==> config.mk <==
export PLATFORM = sky130hd
export DESIGN_NAME = lance_csr_interrupt_block
export DESIGN_NICKNAME = d
export VERILOG_FILES = /design/src/rtl/lcib_pkg.sv /design/src/rtl/lance_csr_interrupt_block.sv
export SDC_FILE = /design/constraint.sdc
export NUM_CORES = 1
export LEC_CHECK = 0
export ABC_AREA = 1
export BUFFER_PORTS_ARGS = -buffer_cell sky130_fd_sc_hd__buf_4
export CAP_MARGIN = 20
export CORE_AREA = 2 2 271 273
export DETAILED_ROUTE_END_ITERATION = 10
export DIE_AREA = 0 0 273 275
export HOLD_SLACK_MARGIN = 0.06
export SKIP_CTS_REPAIR_TIMING = 1
export SKIP_LAST_GASP = 1
export SYNTH_ARGS = -nofsm -noshare
export SYNTH_HDL_FRONTEND = slang
export SYNTH_SLANG_ARGS = --single-unit
export TNS_END_PERCENT = 100
==> constraint.sdc <==
create_clock -name clk -period 7.45 [get_ports clk]
set_input_delay 1.49 -clock clk [delete_from_list [all_inputs] [get_ports clk]]
set_output_delay 1.49 -clock clk [all_outputs]
set_load 0.05 [all_outputs]
==> src/rtl/lcib_pkg.sv <==
// ----------------------------------------------------------------------------
// lcib_pkg: shared definitions for the LANCE-style CSR and interrupt block
// Bit positions of CSR0, request kinds, bus register targets and outcome
// codes.
// ----------------------------------------------------------------------------
package lcib_pkg;

	// CSR0 bit positions
	localparam int unsigned CSR0_ERR  = 15;
	localparam int unsigned CSR0_RINT = 10;
	localparam int unsigned CSR0_TINT = 9;
	localparam int unsigned CSR0_IDON = 8;
	localparam int unsigned CSR0_INTR = 7;
	localparam int unsigned CSR0_INEA = 6;
	localparam int unsigned CSR0_RXON = 5;
	localparam int unsigned CSR0_TXON = 4;
	localparam int unsigned CSR0_TDMD = 3;
	localparam int unsigned CSR0_STOP = 2;
	localparam int unsigned CSR0_STRT = 1;
	localparam int unsigned CSR0_INIT = 0;

	localparam logic [15:0] CSR0_W1C_MASK = 16'h8700;  // ERR|RINT|TINT|IDON
	localparam logic [15:0] CSR0_RESET    = 16'h0004;  // STOP only

	typedef logic [15:0] csr_t;
	typedef logic [31:0] count_t;

	// request kind
	localparam logic [2:0] FN_BUS_WRITE = 3'd0;
	localparam logic [2:0] FN_INIT_DONE = 3'd1;
	localparam logic [2:0] FN_RX_DONE   = 3'd2;
	localparam logic [2:0] FN_TX_DONE   = 3'd3;
	localparam logic [2:0] FN_BUS_RESET = 3'd4;

	// bus write target
	localparam logic [1:0] REG_RDP = 2'd0;
	localparam logic [1:0] REG_RAP = 2'd1;
	localparam logic [1:0] REG_RST = 2'd2;

	// CSR selected by RAP
	localparam logic [1:0] SEL_CSR0 = 2'd0;
	localparam logic [1:0] SEL_CSR1 = 2'd1;
	localparam logic [1:0] SEL_CSR2 = 2'd2;
	localparam logic [1:0] SEL_CSR3 = 2'd3;

	// completion outcome
	localparam logic [1:0] OC_OK       = 2'd0;
	localparam logic [1:0] OC_FRAME    = 2'd1;
	localparam logic [1:0] OC_DESC_ERR = 2'd2;
	localparam logic [1:0] OC_NO_DESC  = 2'd3;

	// event counter slots
	localparam int unsigned CNT_RX_FRAME = 0;
	localparam int unsigned CNT_TX_FRAME = 1;
	localparam int unsigned CNT_RX_ERR   = 2;
	localparam int unsigned CNT_TX_ERR   = 3;
	localparam int unsigned CNT_NUM      = 4;

endpackage

==> src/rtl/lance_csr_interrupt_block.sv <==
// ----------------------------------------------------------------------------
// lance_csr_interrupt_block: LANCE-style register port and interrupt logic
// Handles RAP/RDP/RST bus writes, CSR0 control, init/rx/tx completion
// events, interrupt level and edge reporting, and frame/error counters.
// ----------------------------------------------------------------------------
// Usage:
//   The s_ stream carries one request per beat: the kind (bus write, init,
//   receive or transmit completion, bus init reset) in s_tuser, the bus
//   register target, write data and completion outcome in s_tdata.
//   Each request yields exactly one beat on the m_ stream: RDP and RAP read
//   values, interrupt level, raise/cancel edges, the init block request
//   and address, and the four wrapping event counters.
//   A request passes through an input register, then one pass of update
//   logic writes the CSR state and the result register. Throughput is one
//   request per cycle while the receiver takes results.
//   When the receiver stalls, the result register holds, the input
//   register fills, and s_tready drops until the result is taken.
//   Reset puts CSR0 at STOP, clears CSR1-3, RAP, the counters and the
//   interrupt history, and empties both registers.
// ----------------------------------------------------------------------------
module lance_csr_interrupt_block
	import lcib_pkg::*;
(
	input  logic         clk,
	input  logic         arst_n,
	input  logic         s_tvalid,
	output logic         s_tready,
	// [1:0] reg_index, [17:2] write_data, [19:18] outcome, [23:20] zero
	input  logic [23:0]  s_tdata,
	// [2:0] func
	input  logic [2:0]   s_tuser,
	output logic         m_tvalid,
	input  logic         m_tready,
	// [15:0] rdp_value, [17:16] rap_value, [18] irq_level, [19] irq_raise,
	// [20] irq_cancel, [21] init_request, [53:22] init_address,
	// [85:54] rx_frame_count, [117:86] tx_frame_count,
	// [149:118] rx_error_count, [181:150] tx_error_count, [183:182] zero
	output logic [183:0] m_tdata
);

	// input register
	logic        valid_s1;
	logic [2:0]  func_s1;
	logic [1:0]  reg_s1;
	csr_t        data_s1;
	logic [1:0]  oc_s1;

	// CSR state
	csr_t        csr0_q, csr1_q, csr2_q, csr3_q;
	logic [1:0]  rap_q;
	logic        running_q, init_ok_q, irq_last_q;
	count_t      cnt_q [CNT_NUM];

	// next state
	csr_t        csr0_d, csr1_d, csr2_d, csr3_d;
	logic [1:0]  rap_d;
	logic        running_d, init_ok_d, irq_last_d;
	count_t      cnt_d [CNT_NUM];
	logic        req_d, no_edge_d, lvl_d, raise_d, cancel_d;
	logic [31:0] addr_d;
	csr_t        rdp_d;

	logic        advance;

	assign advance  = valid_s1 && (!m_tvalid || m_tready);
	assign s_tready = !valid_s1 || advance;

	always_ff @(posedge clk or negedge arst_n) begin
		if (!arst_n) begin
			valid_s1 <= 1'b0;
		end else if (s_tready) begin
			valid_s1 <= s_tvalid;
		end
	end

	always_ff @(posedge clk) begin
		if (s_tvalid && s_tready) begin
			func_s1 <= s_tuser;
			reg_s1  <= s_tdata[1:0];
			data_s1 <= s_tdata[17:2];
			oc_s1   <= s_tdata[19:18];
		end
	end

	always_comb begin
		csr0_d      = csr0_q;
		csr1_d      = csr1_q;
		csr2_d      = csr2_q;
		csr3_d      = csr3_q;
		rap_d       = rap_q;
		running_d   = running_q;
		init_ok_d   = init_ok_q;
		irq_last_d  = irq_last_q;
		cnt_d       = cnt_q;
		req_d       = 1'b0;
		addr_d      = '0;
		no_edge_d   = 1'b0;

		unique case (func_s1)
			FN_BUS_WRITE: begin
				unique case (reg_s1)
					REG_RDP: begin
						unique case (rap_q)
							SEL_CSR0: begin
								if (data_s1[CSR0_STOP]) begin
									running_d = 1'b0;
									csr0_d[CSR0_STRT] = 1'b0;
									csr0_d[CSR0_INIT] = 1'b0;
									csr0_d[CSR0_TDMD] = 1'b0;
									csr0_d[CSR0_RXON] = 1'b0;
									csr0_d[CSR0_TXON] = 1'b0;
									csr0_d[CSR0_INTR] = 1'b0;
									csr0_d = csr0_d & ~CSR0_W1C_MASK;
									csr0_d[CSR0_STOP] = 1'b1;
								end
								if (data_s1[CSR0_INIT]) begin
									running_d   = 1'b0;
									init_ok_d   = 1'b0;
									csr0_d[CSR0_STRT] = 1'b0;
									csr0_d[CSR0_TDMD] = 1'b0;
									csr0_d[CSR0_RXON] = 1'b0;
									csr0_d[CSR0_TXON] = 1'b0;
									csr0_d[CSR0_INTR] = 1'b0;
									csr0_d[CSR0_INIT] = 1'b1;
									req_d  = 1'b1;
									addr_d = {csr2_q[14:0], csr1_q, 1'b0};
								end
								if (data_s1[CSR0_STRT]) begin
									// start needs a finished init, pending init included
									if (!init_ok_d) begin
										csr0_d[CSR0_ERR] = 1'b1;
									end else begin
										running_d = 1'b1;
										csr0_d[CSR0_STOP] = 1'b0;
										csr0_d[CSR0_INIT] = 1'b0;
										csr0_d[CSR0_TDMD] = 1'b0;
										csr0_d[CSR0_STRT] = 1'b1;
										csr0_d[CSR0_RXON] = 1'b1;
										csr0_d[CSR0_TXON] = 1'b1;
									end
								end
								csr0_d[CSR0_INEA] = data_s1[CSR0_INEA];
								csr0_d = csr0_d & ~(data_s1 & CSR0_W1C_MASK);
							end
							SEL_CSR1: csr1_d = data_s1;
							SEL_CSR2: csr2_d = data_s1;
							SEL_CSR3: csr3_d = data_s1;
							default:  csr3_d = data_s1;
						endcase
					end
					REG_RAP: rap_d = data_s1[1:0];
					REG_RST: begin
						// stop and clear everything, keep level history for the edge
						csr0_d      = CSR0_RESET;
						csr1_d      = '0;
						csr2_d      = '0;
						csr3_d      = '0;
						rap_d       = SEL_CSR0;
						running_d   = 1'b0;
						init_ok_d   = 1'b0;
						for (int i = 0; i < CNT_NUM; i++) begin
							cnt_d[i] = '0;
						end
					end
					default: ;
				endcase
			end
			FN_INIT_DONE: begin
				if (csr0_q[CSR0_INIT]) begin
					if (oc_s1 == OC_OK) begin
						init_ok_d = 1'b1;
						csr0_d[CSR0_INIT] = 1'b0;
						csr0_d[CSR0_IDON] = 1'b1;
					end else begin
						csr0_d[CSR0_ERR] = 1'b1;
					end
				end
			end
			FN_RX_DONE: begin
				if (running_q && init_ok_q) begin
					csr0_d[CSR0_RINT] = 1'b1;
					case (oc_s1)
						OC_OK: cnt_d[CNT_RX_FRAME] = cnt_q[CNT_RX_FRAME] + 32'd1;
						OC_DESC_ERR: csr0_d[CSR0_ERR] = 1'b1;
						default: begin
							csr0_d[CSR0_ERR] = 1'b1;
							cnt_d[CNT_RX_ERR] = cnt_q[CNT_RX_ERR] + 32'd1;
						end
					endcase
				end
			end
			FN_TX_DONE: begin
				if (running_q && init_ok_q) begin
					case (oc_s1)
						OC_OK: begin
							csr0_d[CSR0_TINT] = 1'b1;
							cnt_d[CNT_TX_FRAME] = cnt_q[CNT_TX_FRAME] + 32'd1;
						end
						OC_FRAME: begin
							csr0_d[CSR0_TINT] = 1'b1;
							csr0_d[CSR0_ERR]  = 1'b1;
							cnt_d[CNT_TX_ERR] = cnt_q[CNT_TX_ERR] + 32'd1;
						end
						OC_DESC_ERR: begin
							csr0_d[CSR0_TINT] = 1'b1;
							csr0_d[CSR0_ERR]  = 1'b1;
						end
						default: ;
					endcase
				end
			end
			FN_BUS_RESET: begin
				csr0_d      = CSR0_RESET;
				csr1_d      = '0;
				csr2_d      = '0;
				csr3_d      = '0;
				rap_d       = SEL_CSR0;
				running_d   = 1'b0;
				init_ok_d   = 1'b0;
				for (int i = 0; i < CNT_NUM; i++) begin
					cnt_d[i] = '0;
				end
				no_edge_d = 1'b1;
			end
			default: ;
		endcase

		lvl_d = csr0_d[CSR0_INEA] && (|(csr0_d & CSR0_W1C_MASK));
		csr0_d[CSR0_INTR] = lvl_d;
		raise_d  = !no_edge_d && lvl_d && !irq_last_q;
		cancel_d = !no_edge_d && !lvl_d && irq_last_q;
		irq_last_d = lvl_d;

		unique case (rap_d)
			SEL_CSR0: rdp_d = csr0_d;
			SEL_CSR1: rdp_d = csr1_d;
			SEL_CSR2: rdp_d = csr2_d;
			SEL_CSR3: rdp_d = csr3_d;
			default:  rdp_d = csr3_d;
		endcase
	end

	always_ff @(posedge clk or negedge arst_n) begin
		if (!arst_n) begin
			csr0_q      <= CSR0_RESET;
			csr1_q      <= '0;
			csr2_q      <= '0;
			csr3_q      <= '0;
			rap_q       <= SEL_CSR0;
			running_q   <= 1'b0;
			init_ok_q   <= 1'b0;
			irq_last_q  <= 1'b0;
			for (int i = 0; i < CNT_NUM; i++) begin
				cnt_q[i] <= '0;
			end
			m_tvalid    <= 1'b0;
		end else begin
			if (advance) begin
				csr0_q      <= csr0_d;
				csr1_q      <= csr1_d;
				csr2_q      <= csr2_d;
				csr3_q      <= csr3_d;
				rap_q       <= rap_d;
				running_q   <= running_d;
				init_ok_q   <= init_ok_d;
				irq_last_q  <= irq_last_d;
				cnt_q       <= cnt_d;
				m_tvalid    <= 1'b1;
			end else if (m_tready) begin
				m_tvalid    <= 1'b0;
			end
		end
	end

	// result register
	always_ff @(posedge clk) begin
		if (advance) begin
			m_tdata <= {2'b00,
				cnt_d[CNT_TX_ERR], cnt_d[CNT_RX_ERR],
				cnt_d[CNT_TX_FRAME], cnt_d[CNT_RX_FRAME],
				addr_d, req_d, cancel_d, raise_d, lvl_d, rap_d, rdp_d};
		end
	end

endmodule

# == Word level (Yosys, flattened, before mapping) ==
# Cells that the tools add are included.
# op_classes
n_addsub,4
n_eq_ne,18
mux,86
bitwise_logic,2
reduce_logical,31
# op_table
cell,count
case mux 32 bit (3 select lines),4
two-way mux 32 bit,8
case mux 16 bit (2 select lines),7
adder 32 x 1 -> 32 bit (second input constant),4
two-way mux 128 bit,1
two-way mux 16 bit,8
case mux 16 bit (4 select lines),1
two-way mux 1 bit,37
two-way mux 6 bit,5
bitwise AND 16 bit,1
inverter 16 bit,1
case mux 1 bit (3 select lines),5
== test 2 bit (second input constant),6
case mux 6 bit (2 select lines),1
== test 2 x 1 -> 1 bit (second input constant),4
logical AND 1 bit,8
logical NOT 2 bit,4
case mux 2 bit (2 select lines),2
case mux 4 bit (2 select lines),1
AND reduction 4 bit,2
== test 3 x 2 -> 1 bit (second input constant),2
case mux 1 bit (2 select lines),3
AND reduction 6 bit,1
logical NOT 1 bit,5
16 further kinds,20
# word_totals
regBits,404
out_inout_bits,186
wordCells,162

# == Depth between registers and ports, before layout ==
# logic_depth
ltp_word,19
depth_mapped,15
ltp_nobuf,14

# == Worst setup path before layout ==
# Ideal clock, no wire load.
# synth_path
path_type,input-to-reg
startpoint,in m_tready
endpoint,"reg m_tdata[0], enable pin"
setup_time_ns,0.616
arrival_time_ns,7.191
required_ns,6.834
path_slack_ns,-0.357
cell_stages,6
path_buffers,2
cell_sequence,inv_1 -> nand2_1 -> nand2_1 -> clkinv_1 -> clkbuf_1 -> clkbuf_1
# synth_between
elab_chain_len,2
# synth_lines
element,line_no,source
start: declaration,lance_csr_interrupt_block.sv:33,"input logic m_tready,"
logical OR 1 bit,lance_csr_interrupt_block.sv:65,assign advance = valid_s1 && (!m_tvalid || m_tready);
logical AND 1 bit,lance_csr_interrupt_block.sv:65,
via advance,lance_csr_interrupt_block.sv:63,logic advance;
end signal: assignment,lance_csr_interrupt_block.sv:278,"m_tdata <= {2'b00,"
end: declaration,lance_csr_interrupt_block.sv:38,output logic [183:0] m_tdata
# The timed path passes the listed nets, and every way through them passes these cells.
# A chain may end at the register's enable or synchronous reset.

# == Worst setup path in the final report ==
# layout_path
startpoint,in m_tready
endpoint,out s_tready
# layout_between
elab_chain_len,3
# layout_lines
element,line_no,source
logical OR 1 bit,lance_csr_interrupt_block.sv:65,
logical AND 1 bit,lance_csr_interrupt_block.sv:65,
logical OR 1 bit,lance_csr_interrupt_block.sv:66,assign s_tready = !valid_s1 || advance;
end: declaration,lance_csr_interrupt_block.sv:27,"output logic s_tready,"
# No other way between the ends.

==> results.json <==
{
  "finalCritPeriodShare_pct": 48.80,
  "ctsRootBufferMaster": "sky130_fd_sc_hd__clkbuf_16",
  "grt_antenna_before_repair": 4,
  "power_per_cell_area_mw_per_mm2": 289.9,
  "layout-area-overhead-vs-synth_pct": 19.98,
  "final_design_area_no_fill_mm2": 0.02483,
  "critical_path_peak_fanout": 3,
  "timing.critical_path.required_ns": 5.96,
  "grt_max_degree": 140,
  "avgViaCountPerCell": 4.807,
  "post_synth_and_or_nand_nor_area_fraction_pct": 24.20,
  "synth.cell_area_mm2": 0.02069,
  "timing_worst_slew_pin_value_ns": 1.073,
  "yosysWarnings": 0,
  "drt_iter0_markers": 1604,
  "hp-start": "csr0_q[3]",
  "worst_hold_slack_ns": 0.4774,
  "report.final.hold_viol_count": 0,
  "synth_flop_cell": "sky130_fd_sc_hd__edfxtp_1",
  "seq_area_frac_synth_pct": 53.55,
  "drc": 0,
  "clockBufferDepth": 3,
  "timing.critical_path.from_type": "input port",
  "synth-compound-area-share_pct": 13.60,
  "synthAdderAreaFrac_pct": 0.6651,
  "dp_hpwl_um": 40870,
  "wire_per_inst_um": 16.60,
  "crit_arrival_ns": 2.15,
  "crit_path_end_kind": "output port",
  "vias_in_the_first_global_route": 16834,
  "final_antenna_net_count": 0,
  "dpl-instance-area_mm2": 0.02316,
  "synth_top_family_by_area": "simple AND/OR/NAND/NOR gates",
  "drt_wl_total_um": 60910,
  "final_nets": 2715,
  "clk_transition_reported_paths_ns": 0.06,
  "floorplan.die.height_um": 275,
  "seqCellArea_mm2": 0.01108,
  "area_of_combinational_cells_with_multiple_inputs_mm2": 0.007986,
  "worstRegToRegCells": 11,
  "drive_above_1_share_pct": 13.69,
  "clk_latency_ns": 0.57,
  "worst_ir_drop_vdd_mv": 0.1574,
  "global_route_total_overflow": 0,
  "tritoncts": "built",
  "post_synth_num_cell_types": 51,
  "regToRegStartpoint": "reg_s1[0]",
  "timing.reg2reg.setup_slack_ns": 3.86,
  "power_leakage_nw": 10.42,
  "maxCapViolations": 0,
  "core-area_mm2": 0.07234,
  "maxSlewViolCount": 0,
  "synth_area_per_cell_um2": 8.285,
  "max_freq_ghz": 0.2751,
  "synth.area.top_cells": "sky130_fd_sc_hd__edfxtp_1 (30%), sky130_fd_sc_hd__dfrtp_1 (24%), sky130_fd_sc_hd__nand2_1 (12%)",
  "grt_setup_unrepaired": "no",
  "worst_min_delay_path_endpoint": "csr0_q[3]",
  "synth_enable_flop_cells": 204,
  "clkSinkCount": 402,
  "final_critical_path_time_including_i_o_delays_and_setup_ns": 3.636,
  "async_flop_share_pct": 49.25,
  "fillCellCount": 7500,
  "yosysTopAreaCellShare_pct": 29.60,
  "synthCells": 2498,
  "worstHoldPathType": "register to register",
  "tritoncts.num_buffers": 47,
  "io-pin-count": 217,
  "min_path_cells": 1,
  "vias": 17638,
  "die-area_mm2": 0.07508,
  "crit_type": "input port to output port",
  "status": "complete, no violations",
  "relSlewSlack_pct": 28.33,
  "fin_tns_setup_ns": 0,
  "finalSetupViolCount": 0,
  "first_pass_iters": 7,
  "n_antenna_cell": 0,
  "die-width_um": 273,
  "placement_rows": 99,
  "yosys.area_share.xor_xnor_pct": 0,
  "h-tree-depth": 2,
  "postSynthRegisterBits": 402,
  "design_power_total_mw": 7.199,
  "synth.area.mux_share_pct": 0,
  "synth_top_cell_by_area": "sky130_fd_sc_hd__edfxtp_1",
  "floorplan.initialDensity_pct": 28.61,
  "global_placer_s_final_weighted_congestion": 0.8677,
  "worstReg2RegEnd": "m_tdata[0]",
  "port_buffers": 209,
  "grt_usage_pct": 15.97,
  "finClkSkew_ns": 0.01357,
  "grt_pass1_wl_um": 95270
}
-- metrics by stage --
step | setup WS [ns] | cells | utilization [%]
2_1_floorplan | 2.468 | 2500 | -
3_3_place_gp | 3.327 | 3582 | 32.01
3_5_place_dp | 3.275 | 3582 | 32.01
4_1_cts | 3.736 | 3668 | 34.29
5_1_grt | 3.690 | 3669 | 34.32
6_report | 3.814 | 3669 | 34.32
-- state kept, by name (all words and copies together) (netlist names) --
| name | cells |
|---|---|
| cnt_q | 128 |
| csr0_q | 16 |
| csr1_q | 16 |
| csr2_q | 16 |
| csr3_q | 16 |
| data_s1 | 16 |
| func_s1 | 3 |
| init_ok_q | 1 |
| m_tdata | 181 |
| m_tvalid | 1 |
| oc_s1 | 2 |
| rap_q | 2 |
| reg_s1 | 2 |
| running_q | 1 |
| valid_s1 | 1 |
-- Yosys cell counts, types with 51 or more instances --
cell                       number
sky130_fd_sc_hd__nand2_1      686
sky130_fd_sc_hd__inv_1        301
sky130_fd_sc_hd__edfxtp_1     204
sky130_fd_sc_hd__dfrtp_1      197
sky130_fd_sc_hd__nor2_1       193
sky130_fd_sc_hd__o21ai_0      169
sky130_fd_sc_hd__nand3_1      164
sky130_fd_sc_hd__o22ai_1       99
sky130_fd_sc_hd__o21ai_1       90
sky130_fd_sc_hd__a21oi_1       52
sky130_fd_sc_hd__nand4_1       52
sky130_fd_sc_hd__clkbuf_1      51
-- kinds of logic after synthesis --
| logic type | after synthesis |
|---|---|
| flops | 402 |
| fa+ha+maj | 11 |
| compound gates | 487 |
| other cells | 1 |
| buf+inv | 417 |
| simple gates | 1180 |
-- per-layer routing --
layer | share of wire, % | GRT usage, %
met5 | 0 | 0
met4 | 2.0 | 4.415
met3 | 5.4 | 2.418
met2 | 46 | 25.82
met1 | 46 | 22.24
-- critical path, stage by stage --
cell and delay, ns:
sky130_fd_sc_hd__buf_4 0.12, sky130_fd_sc_hd__inv_1 0.09, sky130_fd_sc_hd__nand3_1 0.19, sky130_fd_sc_hd__buf_4 0.26
-- worst max-delay path by stage --
| stage | start | end | slack (ns) | depth (start not counted) |
|---|---|---|---|---|
| 6_report | m_tready | s_tready | 3.81 | 4 |
| 5_1_grt | m_tready | cnt_q[107] | 3.69 | 7 |
| 4_1_cts | m_tready | s_tready | 3.74 | 4 |
| 3_5_place_dp | m_tready | cnt_q[114] | 3.27 | 7 |
| 3_3_place_gp | m_tready | cnt_q[114] | 3.33 | 7 |
| 2_1_floorplan | m_tready | m_tdata[0] | 2.47 | 6 |
-- cell type report --
type	instances	area share (%)
clock buffers	60	5.225
well taps	959	4.832
inverters	318	4.853
flip-flops and latches	402	44.63
multi-input cells	1681	32.16
clock inverters	26	1.396
repair buffers	223	6.898
-- cells in the final DEF, fill, tap and decap left out, types with 42 or more instances in the layout --
master and n:
sky130_fd_sc_hd__a21oi_1 52, sky130_fd_sc_hd__buf_4 220, sky130_fd_sc_hd__clkbuf_16 49, sky130_fd_sc_hd__dfrtp_1 197, sky130_fd_sc_hd__edfxtp_1 204, sky130_fd_sc_hd__inv_1 301, sky130_fd_sc_hd__nand2_1 685, sky130_fd_sc_hd__nand3_1 164
sky130_fd_sc_hd__nand4_1 52, sky130_fd_sc_hd__nor2_1 192, sky130_fd_sc_hd__nor3_1 42, sky130_fd_sc_hd__o21ai_0 169, sky130_fd_sc_hd__o21ai_1 90, sky130_fd_sc_hd__o22ai_1 99
-- power by group --
part,switching [mW],internal (mW),leakage [nW]
combinational,1.31,0.450,4.90
sequential,0.220,2.75,4.73
clock,0.966,1.51,0.793
(Power assumes the default switching activity.)
